$ cat src/rtl/core/ackifg_pkg.sv
package ackifg_pkg;

  // Field widths fixed by the frame record and the result word.
  localparam int unsigned FRACTION_BITS = 8;
  localparam int unsigned TIME_BITS     = 48;
  localparam int unsigned TYPE_W        = 8;
  localparam int unsigned LEN_W         = 14;
  localparam int unsigned RATE_W        = 8;
  localparam int unsigned GAP_W         = TIME_BITS + 1;
  localparam int unsigned COUNT_W       = 32;
  localparam int unsigned MEAN_W        = 24;
  localparam int unsigned SUM_W         = TIME_BITS;

  // Airtime is (length << AIR_SHIFT) / (rate * RATE_SCALE).
  localparam int unsigned AIR_SHIFT  = 18;
  localparam int unsigned RATE_SCALE = 15625;
  localparam int unsigned AIR_W      = 19;

  // Shared serial divider.
  localparam int unsigned DIV_W  = 32;
  localparam int unsigned STEP_W = $clog2(DIV_W + 1);

  // The mean divides sum << FRACTION_BITS by the count; the upper part of that
  // dividend preloads the remainder, the low MEAN_LOW_W bits are shifted in.
  localparam int unsigned MEAN_LOW_W = MEAN_W - FRACTION_BITS;

  // Configuration port.
  localparam int unsigned CFG_IDX_W  = 1;
  localparam int unsigned CFG_DATA_W = 16;
  localparam int unsigned MAX_GAP_W  = 16;

  localparam logic [CFG_IDX_W-1:0] CFG_ACK_TYPE = CFG_IDX_W'(0);
  localparam logic [CFG_IDX_W-1:0] CFG_MAX_GAP  = CFG_IDX_W'(1);

  localparam logic [TYPE_W-1:0]    ACK_TYPE_RESET = TYPE_W'(29);
  localparam logic [MAX_GAP_W-1:0] MAX_GAP_RESET  = MAX_GAP_W'(100);

  typedef struct packed {
    logic [TYPE_W-1:0]    frame_type;
    logic [TIME_BITS-1:0] end_time;
    logic [LEN_W-1:0]     frame_length;
    logic [RATE_W-1:0]    rate_half_mbps;
  } in_word_t;

  typedef struct packed {
    logic signed [GAP_W-1:0] gap_us;
    logic                    gap_counted;
    logic [COUNT_W-1:0]      ack_total;
    logic [MEAN_W-1:0]       mean_gap;
    logic                    rate_zero;
  } out_word_t;

  typedef struct packed {
    logic              start;
    logic [DIV_W-1:0]  rem_init;
    logic [DIV_W-1:0]  num;
    logic [DIV_W-1:0]  den;
    logic [STEP_W-1:0] steps;
  } div_req_t;

  typedef struct packed {
    logic             done;
    logic [DIV_W-1:0] quot;
  } div_rsp_t;

endpackage

$ cat src/rtl/core/ackifg_stream_if.sv
interface ackifg_in_if;
  logic                 valid;
  logic                 ready;
  ackifg_pkg::in_word_t data;

  modport source (output valid, output data, input ready);
  modport sink (input valid, input data, output ready);
endinterface

interface ackifg_out_if;
  logic                  valid;
  logic                  ready;
  ackifg_pkg::out_word_t data;

  modport source (output valid, output data, input ready);
  modport sink (input valid, input data, output ready);
endinterface

$ cat src/rtl/core/ackifg_sdiv.sv
module ackifg_sdiv (
  input  logic                 clk_i,
  input  logic                 rst_ni,
  input  ackifg_pkg::div_req_t req_i,
  output ackifg_pkg::div_rsp_t rsp_o
);
  import ackifg_pkg::*;

  logic              busy_q, done_q;
  logic [STEP_W-1:0] cnt_q;
  logic [DIV_W-1:0]  rem_q, num_q, den_q, quot_q;

  logic [DIV_W:0]   shifted, trial;
  logic             fits;
  logic [DIV_W-1:0] rem_d;

  // One restoring step per cycle: bring down the next dividend bit and
  // subtract the divisor if it fits.
  always_comb begin
    shifted = {rem_q, num_q[DIV_W-1]};
    trial   = shifted - {1'b0, den_q};
    fits    = ~trial[DIV_W];
    rem_d   = fits ? trial[DIV_W-1:0] : shifted[DIV_W-1:0];
  end

  always_ff @(posedge clk_i or negedge rst_ni) begin
    if (!rst_ni) begin
      busy_q <= 1'b0;
      done_q <= 1'b0;
      cnt_q  <= '0;
    end else if (req_i.start) begin
      busy_q <= 1'b1;
      done_q <= 1'b0;
      cnt_q  <= req_i.steps;
    end else if (busy_q) begin
      cnt_q <= cnt_q - STEP_W'(1);
      if (cnt_q == STEP_W'(1)) begin
        busy_q <= 1'b0;
        done_q <= 1'b1;
      end
    end else begin
      done_q <= 1'b0;
    end
  end

  always_ff @(posedge clk_i) begin
    if (req_i.start) begin
      rem_q  <= req_i.rem_init;
      num_q  <= req_i.num;
      den_q  <= req_i.den;
      quot_q <= '0;
    end else if (busy_q) begin
      rem_q  <= rem_d;
      num_q  <= {num_q[DIV_W-2:0], 1'b0};
      quot_q <= {quot_q[DIV_W-2:0], fits};
    end
  end

  assign rsp_o.done = done_q;
  assign rsp_o.quot = quot_q;

endmodule

$ cat src/rtl/core/ack_interframe_gap_averager.sv
// Frames are handled one at a time: a new frame word is taken only once the
// result word of the previous frame is in the output register, so a full
// output register stalls the next frame. The shared bit-serial divider runs
// 32 steps for the airtime and, unless the mean needs no division, 24 steps
// for the mean.
// Reset (rst_ni, asynchronous, active low) clears the previous end time, the
// count and the sum, and loads ack_type_code = 29 and max_gap_us = 100.
module ack_interframe_gap_averager (
  input  logic                                clk_i,
  input  logic                                rst_ni,
  input  logic                                cfg_we_i,
  input  logic [ackifg_pkg::CFG_IDX_W-1:0]    cfg_idx_i,
  input  logic [ackifg_pkg::CFG_DATA_W-1:0]   cfg_data_i,
  ackifg_in_if.sink                           in_i,
  ackifg_out_if.source                        out_o
);
  import ackifg_pkg::*;

  // Sequencer states. Each frame goes through them in order (S_MEAN only when
  // the mean is divided), then to idle once its result is in the output register.
  localparam logic [2:0] S_IDLE = 3'd0;  // waiting for a frame word
  localparam logic [2:0] S_AIR  = 3'd1;  // airtime division running
  localparam logic [2:0] S_GAP  = 3'd2;  // gap subtract and count decision
  localparam logic [2:0] S_UPD  = 3'd3;  // count and sum update
  localparam logic [2:0] S_MSET = 3'd4;  // mean special cases, divider start
  localparam logic [2:0] S_MEAN = 3'd5;  // mean division running
  localparam logic [2:0] S_FIN  = 3'd6;  // waiting for the output register

  localparam int unsigned CALC_W = TIME_BITS + 2;

  logic [2:0] state_q, state_d;

  // Configuration registers.
  logic [TYPE_W-1:0]    ack_type_q;
  logic [MAX_GAP_W-1:0] max_gap_q;

  // Running state.
  logic [TIME_BITS-1:0] prev_end_q;
  logic [COUNT_W-1:0]   count_q;
  logic [SUM_W-1:0]     sum_q;

  // Per-frame working registers.
  logic [TYPE_W-1:0]    type_q;
  logic [TIME_BITS-1:0] end_q;
  logic                 rate_zero_q;
  logic [AIR_W-1:0]     air_q;
  logic [GAP_W-1:0]     gap_q;
  logic                 counted_q;
  logic [MEAN_W-1:0]    mean_q;

  // Output register.
  logic      out_valid_q;
  out_word_t out_word_q;

  logic     accept, load;
  div_req_t div_req;
  div_rsp_t div_rsp;

  logic signed [CALC_W-1:0] diff_w, gap_w;
  logic [GAP_W-1:0]         gap_sat;
  logic                     count_it;
  logic [SUM_W:0]           sum_w;
  logic [COUNT_W-1:0]       sum_hi;

  assign accept = in_i.valid && in_i.ready;
  assign in_i.ready = (state_q == S_IDLE);

  // A finished word goes to the output register once that register is free or
  // is being emptied in the same cycle.
  assign load = (state_q == S_FIN) && (!out_valid_q || out_o.ready);

  // Gap = end - previous end - airtime. With nonnegative airtime only the low
  // end can overflow; that shows as the top two bits reading 10 and clamps to
  // the most negative gap.
  always_comb begin
    diff_w  = $signed({2'b00, end_q}) - $signed({2'b00, prev_end_q});
    gap_w   = diff_w - $signed(CALC_W'(air_q));
    gap_sat = (gap_w[CALC_W-1] && !gap_w[CALC_W-2]) ? {1'b1, {TIME_BITS{1'b0}}}
                                                     : gap_w[GAP_W-1:0];
    count_it = (type_q == ack_type_q) && !gap_sat[GAP_W-1] &&
               (gap_sat[TIME_BITS-1:0] <= TIME_BITS'(max_gap_q)) &&
               (count_q != {COUNT_W{1'b1}});
  end

  assign sum_w  = {1'b0, sum_q} + {1'b0, gap_q[TIME_BITS-1:0]};
  assign sum_hi = sum_q[SUM_W-1:MEAN_LOW_W];

  // Divider requests. The airtime divides the length shifted up by the
  // scale exponent by rate times the scale constant. The mean preloads the
  // upper bits of the sum as the remainder and shifts the rest in, so the
  // quotient is floor(sum * 2^FRACTION_BITS / count) in MEAN_W steps.
  always_comb begin
    div_req = '0;
    if (accept) begin
      div_req.start    = 1'b1;
      div_req.rem_init = '0;
      div_req.num      = DIV_W'(in_i.data.frame_length) << AIR_SHIFT;
      div_req.den      = DIV_W'(in_i.data.rate_half_mbps) * DIV_W'(RATE_SCALE);
      div_req.steps    = STEP_W'(DIV_W);
    end else if (state_q == S_MSET && count_q != '0 && sum_hi < count_q) begin
      div_req.start    = 1'b1;
      div_req.rem_init = DIV_W'(sum_hi);
      div_req.num      = DIV_W'(sum_q[MEAN_LOW_W-1:0]) << (DIV_W - MEAN_LOW_W);
      div_req.den      = DIV_W'(count_q);
      div_req.steps    = STEP_W'(MEAN_W);
    end
  end

  ackifg_sdiv u_sdiv (
    .clk_i  (clk_i),
    .rst_ni (rst_ni),
    .req_i  (div_req),
    .rsp_o  (div_rsp)
  );

  always_comb begin
    state_d = state_q;
    case (state_q)
      S_IDLE: if (accept) state_d = S_AIR;
      S_AIR:  if (div_rsp.done) state_d = S_GAP;
      S_GAP:  state_d = S_UPD;
      S_UPD:  state_d = S_MSET;
      S_MSET: state_d = div_req.start ? S_MEAN : S_FIN;
      S_MEAN: if (div_rsp.done) state_d = S_FIN;
      S_FIN:  if (load) state_d = S_IDLE;
      default: state_d = S_IDLE;
    endcase
  end

  always_ff @(posedge clk_i or negedge rst_ni) begin
    if (!rst_ni) begin
      state_q     <= S_IDLE;
      out_valid_q <= 1'b0;
      ack_type_q  <= ACK_TYPE_RESET;
      max_gap_q   <= MAX_GAP_RESET;
      prev_end_q  <= '0;
      count_q     <= '0;
      sum_q       <= '0;
    end else begin
      state_q <= state_d;
      if (load) begin
        out_valid_q <= 1'b1;
      end else if (out_o.ready) begin
        out_valid_q <= 1'b0;
      end
      if (cfg_we_i) begin
        case (cfg_idx_i)
          CFG_ACK_TYPE: ack_type_q <= cfg_data_i[TYPE_W-1:0];
          CFG_MAX_GAP:  max_gap_q  <= cfg_data_i[MAX_GAP_W-1:0];
          default: ;
        endcase
      end
      if (state_q == S_GAP) begin
        prev_end_q <= end_q;
      end
      if (state_q == S_UPD && counted_q) begin
        count_q <= count_q + COUNT_W'(1);
        sum_q   <= sum_w[SUM_W] ? {SUM_W{1'b1}} : sum_w[SUM_W-1:0];
      end
    end
  end

  // Working and output payload registers.
  always_ff @(posedge clk_i) begin
    if (accept) begin
      type_q      <= in_i.data.frame_type;
      end_q       <= in_i.data.end_time;
      rate_zero_q <= (in_i.data.rate_half_mbps == '0);
    end
    if (state_q == S_AIR && div_rsp.done) begin
      air_q <= rate_zero_q ? '0 : div_rsp.quot[AIR_W-1:0];
    end
    if (state_q == S_GAP) begin
      gap_q     <= gap_sat;
      counted_q <= count_it;
    end
    if (state_q == S_MSET) begin
      // No count yet means a zero mean; a quotient too large for the field
      // saturates without running the divider.
      mean_q <= (count_q == '0) ? '0 : {MEAN_W{1'b1}};
    end
    if (state_q == S_MEAN && div_rsp.done) begin
      mean_q <= div_rsp.quot[MEAN_W-1:0];
    end
    if (load) begin
      out_word_q.gap_us      <= $signed(gap_q);
      out_word_q.gap_counted <= counted_q;
      out_word_q.ack_total   <= count_q;
      out_word_q.mean_gap    <= mean_q;
      out_word_q.rate_zero   <= rate_zero_q;
    end
  end

  assign out_o.valid = out_valid_q;
  assign out_o.data  = out_word_q;

endmodule

$ cat src/flat_wrapper.sv
// flat-port wrapper written by rule: the top's interface ports become plain ports
module ack_interframe_gap_averager_flat import ackifg_pkg::*;
  (clk_i, rst_ni, cfg_we_i, cfg_idx_i, cfg_data_i, in_i_valid, in_i_data, in_i_ready, out_o_valid, out_o_data, out_o_ready);
  ackifg_in_if in_i_i ();
  ackifg_out_if out_o_i ();
  input  logic clk_i;
  input  logic rst_ni;
  input  logic cfg_we_i;
  input  logic [ackifg_pkg::CFG_IDX_W-1:0] cfg_idx_i;
  input  logic [ackifg_pkg::CFG_DATA_W-1:0] cfg_data_i;
  input wire logic [$bits(in_i_i.valid)-1:0] in_i_valid;
  input wire logic [$bits(in_i_i.data)-1:0] in_i_data;
  output wire logic [$bits(in_i_i.ready)-1:0] in_i_ready;
  output wire logic [$bits(out_o_i.valid)-1:0] out_o_valid;
  output wire logic [$bits(out_o_i.data)-1:0] out_o_data;
  input wire logic [$bits(out_o_i.ready)-1:0] out_o_ready;
  assign in_i_i.valid = in_i_valid;
  assign in_i_i.data = in_i_data;
  assign in_i_ready = in_i_i.ready;
  assign out_o_valid = out_o_i.valid;
  assign out_o_data = out_o_i.data;
  assign out_o_i.ready = out_o_ready;
  ack_interframe_gap_averager u_core (.clk_i(clk_i), .rst_ni(rst_ni), .cfg_we_i(cfg_we_i), .cfg_idx_i(cfg_idx_i), .cfg_data_i(cfg_data_i), .in_i(in_i_i), .out_o(out_o_i));
endmodule
$ cat config.mk
export PLATFORM = sky130hd
export DESIGN_NAME = ack_interframe_gap_averager_flat
export DESIGN_NICKNAME = d
export VERILOG_FILES = /design/src/rtl/core/ackifg_pkg.sv /design/src/rtl/core/ackifg_stream_if.sv /design/src/rtl/core/ackifg_sdiv.sv /design/src/rtl/core/ack_interframe_gap_averager.sv /design/src/flat_wrapper.sv
export SDC_FILE = /design/constraint.sdc
export NUM_CORES = 1
export LEC_CHECK = 0
export BUFFER_PORTS_ARGS = -buffer_cell sky130_fd_sc_hd__buf_2
export CORE_MARGIN = 4
export CORE_UTILIZATION = 53
export DETAILED_ROUTE_END_ITERATION = 7
export PLACE_DENSITY_LB_ADDON = 0.1
export SYNTH_ARGS = -nofsm -noshare
export SYNTH_HDL_FRONTEND = slang
export SYNTH_SLANG_ARGS = --single-unit
$ cat constraint.sdc
create_clock -name clk_i -period 23.5 [get_ports clk_i]
set_input_delay 4.7 -clock clk_i [delete_from_list [all_inputs] [get_ports clk_i]]
set_output_delay 4.7 -clock clk_i [all_outputs]
set_load 0.01 [all_outputs]
==> results.yml <==
clocking:
  cts_tree: "done"
  clock_path_buffers: 3
  post_cts_resized: 0
  cts_buffers: 55
  cts_setup_buffers: 0
  cts_hold_buf: 0
  clk_pin_slew_worst_paths_ns: 0.07
  cts.sinks: 525
  insertion_delay_ns: 0.62
  htreeDepth: 2
  root_buffer: "clkbuf_16"
setup_path:
  critPathSlowestCell: "and2b_1"
  cp_max_fo: 30
  reg2regPathDepth: 43
  cp.arrival_ns: 11.05
  r2r-start: "u_core.end_q[0]$_DFFE_PP_"
  start_kind: "flip-flop"
  reg2reg_to: "u_core.counted_q$_DFFE_PP_"
  crit_family: "compound AO/OA/AOI/OAI gates"
  r2r_slack_ns: 12.87
  path_common_cell: "a21oi_1"
  crit_buf_inv: 3
  slowest_delay_ns: 0.50
  endpoint_kind: "flip-flop"
  crit_type: "reg -> reg"
  required_ns: 23.92
routing:
  ant_nets: 0
  drc: 0
  via_per_inst: 5.77
  num_vias: 22400
  wirelength_um: 77900
  firstDrtPassIters: 6
  drtIter0Drc: 1547
  wire_per_inst_um: 20.1
synth:
  synth_cells: 2884
  seq_area_frac_synth_pct: 48.2
  yosysWarnings: 0
  ys_seq_elements: 525
  synth_fp_nets: 3261
  syn_avg_cell_area_um2: 10.6
  ys_types: 89
  ys.flop_type: "edfxtp_1"
  netlist_area_mm2: 0.0306
  async_reset_ff_share_pct: 31.2
  synth-edff-count: 337
finish:
  drive_gt1_share_pct: 12.6
  final_common_cell: "edfxtp_1"
  fin_nets: 3456
  layout_common_cells: "337 x edfxtp_1, 256 x ha_1, 254 x inv_1, 207 x buf_2, 205 x nand2_1"
  final_area_mm2: 0.0342
  fill_cells: 4709
  diodes: 0
  area_growth_pct: 12.0
  post-route-util_pct: 60.3
outcome:
  status: "finished clean"
die:
  core_region_area_mm2: 0.0567
  rows: 87
  die_x_um: 248
  initial_core_util_pct: 53.9
  dieArea_mm2: 0.0616
  die_h_um: 248
  pin_count: 209
power_and_ir_drop:
  leakage_uw: 0.0143
  ir_worst_vdd_mv: 0.0714
  power_per_cell_area_mw_per_mm2: 155
  total_power_uw: 5320
timing:
  setup_tns_ns: 0
  min_period_over_period_pct: 45.2
  fin_crit_ns: 10.63
  finClkSkew_ns: 0.0213
  max_slew_margin_pct: 20.7
  worstMarginPinSlew_ns: 1.19
  grt_setup_unrepaired: "false"
  timing.final.ws_setup_ns: 12.87
  finalSetupViolCount: 0
  max_freq_mhz: 94.1
  slew_violations: 0
  finalHoldViolations: 0
min_path:
  hold_path_end: "u_core.out_o.data[11]$_DFFE_PP_"
  hold_class: "reg -> reg"
  hold_depth: 0
  worstHoldStart: "u_core.mean_q[10]$_DFFE_PP_"
global_route:
  gr-usage-all-layers_pct: 25.1
  grt_pass1_wl_um: 122000
  grt_max_degree: 90
  grt_antenna_before_repair: 3
  grt_pass1_vias: 22100
  grt-ovfl-total: 0
placement:
  place_area_mm2: 0.0324
  place_ws_ns: 13.07
  place.gp.congestion: 0.931
  place.port_buffers: 208
  dp_hpwl_um: 58500
run:
  maxCapViolCount: 0
-- layer usage --
metal | vias to the layer above | GRT usage (%) | routed length, µm | part of all wire (%)
met5 | - | 0 | 0 | 0
met4 | 0 | 7.64 | 2330 | 3.0
met3 | 131 | 2.77 | 4110 | 5.3
met2 | 640 | 41.2 | 36300 | 47
met1 | 10800 | 35.4 | 35100 | 45
li1 | 10800 | - | - | -
-- where the power goes --
| group | switching (µW) | leakage [µW] | internal (µW) |
|---|---|---|---|
| sequential | 176 | 0.00535 | 1350 |
| combinational | 1730 | 0.00805 | 1190 |
| clock | 365 | 0.000913 | 516 |
| total | 2270 | 0.0143 | 3050 |
-- state kept, by name, indices dropped and copies added (netlist names), 16 cells and up --
signal                flops
u_core.mean_q            24
u_core.end_q             48
u_core.count_q           32
u_core.u_sdiv.quot_q     24
u_core.u_sdiv.den_q      32
u_core.air_q             19
u_core.prev_end_q        48
u_core.gap_q             49
u_core.u_sdiv.rem_q      32
u_core.max_gap_q         16
u_core.out_o.data       107
u_core.sum_q             48
u_core.u_sdiv.num_q      16
-- metrics by stage --
stage | std cells | hold slack [ns]
final | 3881 | 0.411
after global routing | 3881 | 0.421
after CTS | 3881 | 0.420
after detailed placement | 3778 | 0.406
after global placement | 3778 | 0.403
after floorplan | 2884 | 0.400
-- cells in the mapped netlist, types with 9 or more instances --
master | instances | area share [%]
nor2_1 | 198 | 2.4
a31o_2 | 9 | 0.26
or2_2 | 11 | 0.23
a31oi_1 | 15 | 0.31
xnor2_1 | 144 | 4.1
o21ai_0 | 197 | 3.2
and2_1 | 28 | 0.57
mux2i_1 | 33 | 1.1
o211ai_1 | 9 | 0.22
or3_1 | 13 | 0.27
nor4_1 | 15 | 0.31
a21o_1 | 79 | 1.9
dfxtp_1 | 24 | 1.6
a21oi_1 | 160 | 2.6
nor3_1 | 45 | 0.74
a22o_1 | 12 | 0.34
o21bai_1 | 29 | 0.71
xor2_1 | 59 | 1.7
o31ai_1 | 12 | 0.29
o21a_1 | 32 | 0.79
nor2b_1 | 55 | 1.1
ha_1 | 256 | 10
nand4_1 | 33 | 0.68
mux2_2 | 29 | 1.1
inv_1 | 255 | 3.1
edfxtp_1 | 337 | 33
nor3b_1 | 9 | 0.22
a22oi_1 | 15 | 0.37
clkbuf_1 | 74 | 0.91
o31a_1 | 31 | 0.89
o22a_1 | 46 | 1.3
fa_1 | 21 | 1.4
nand2b_1 | 25 | 0.51
a211oi_1 | 14 | 0.34
nand2_1 | 206 | 2.5
dfrtp_1 | 157 | 13
and3_1 | 17 | 0.35
nand3_1 | 44 | 0.72
-- cells by family after synthesis --
logic type	Yosys count	share of synthesized area (%)
AOI/OAI and AO/OA	739	15.9
xor gates and xnor gates	203	5.82
adders and majority gates	277	11.9
buffers and inverters	345	4.35
DFF	525	48.2
muxes	62	2.15
and+or+nand+nor	733	11.7
-- worst max path at each step --
| stage | startpoint | to | slack, ns | cells past startpoint |
|---|---|---|---|---|
| after detailed placement | u_core.end_q[0]$_DFFE_PP_ | u_core.counted_q$_DFFE_PP_ | 13.07 | 43 |
| final | u_core.end_q[0]$_DFFE_PP_ | u_core.counted_q$_DFFE_PP_ | 12.87 | 43 |
| after CTS | u_core.end_q[0]$_DFFE_PP_ | u_core.counted_q$_DFFE_PP_ | 12.98 | 43 |
| after floorplan | out_o_ready | u_core.out_o.data[0]$_DFFE_PP_ | 13.35 | 2 |
| after global placement | u_core.end_q[0]$_DFFE_PP_ | u_core.counted_q$_DFFE_PP_ | 13.41 | 43 |
| after global routing | u_core.end_q[0]$_DFFE_PP_ | u_core.counted_q$_DFFE_PP_ | 11.91 | 43 |
-- layout make-up --
class | instances | area [µm²] | share of cell area, %
flip-flops and latches | 525 | 14700 | 43.0
well taps | 756 | 946 | 2.76
inverters | 256 | 962 | 2.81
clock buffers | 82 | 1680 | 4.92
multi-input cells | 2014 | 14600 | 42.5
clock inverters | 21 | 168 | 0.490
repair buffers | 227 | 1190 | 3.48
No activity file was read; power rests on OpenSTA's default activity.
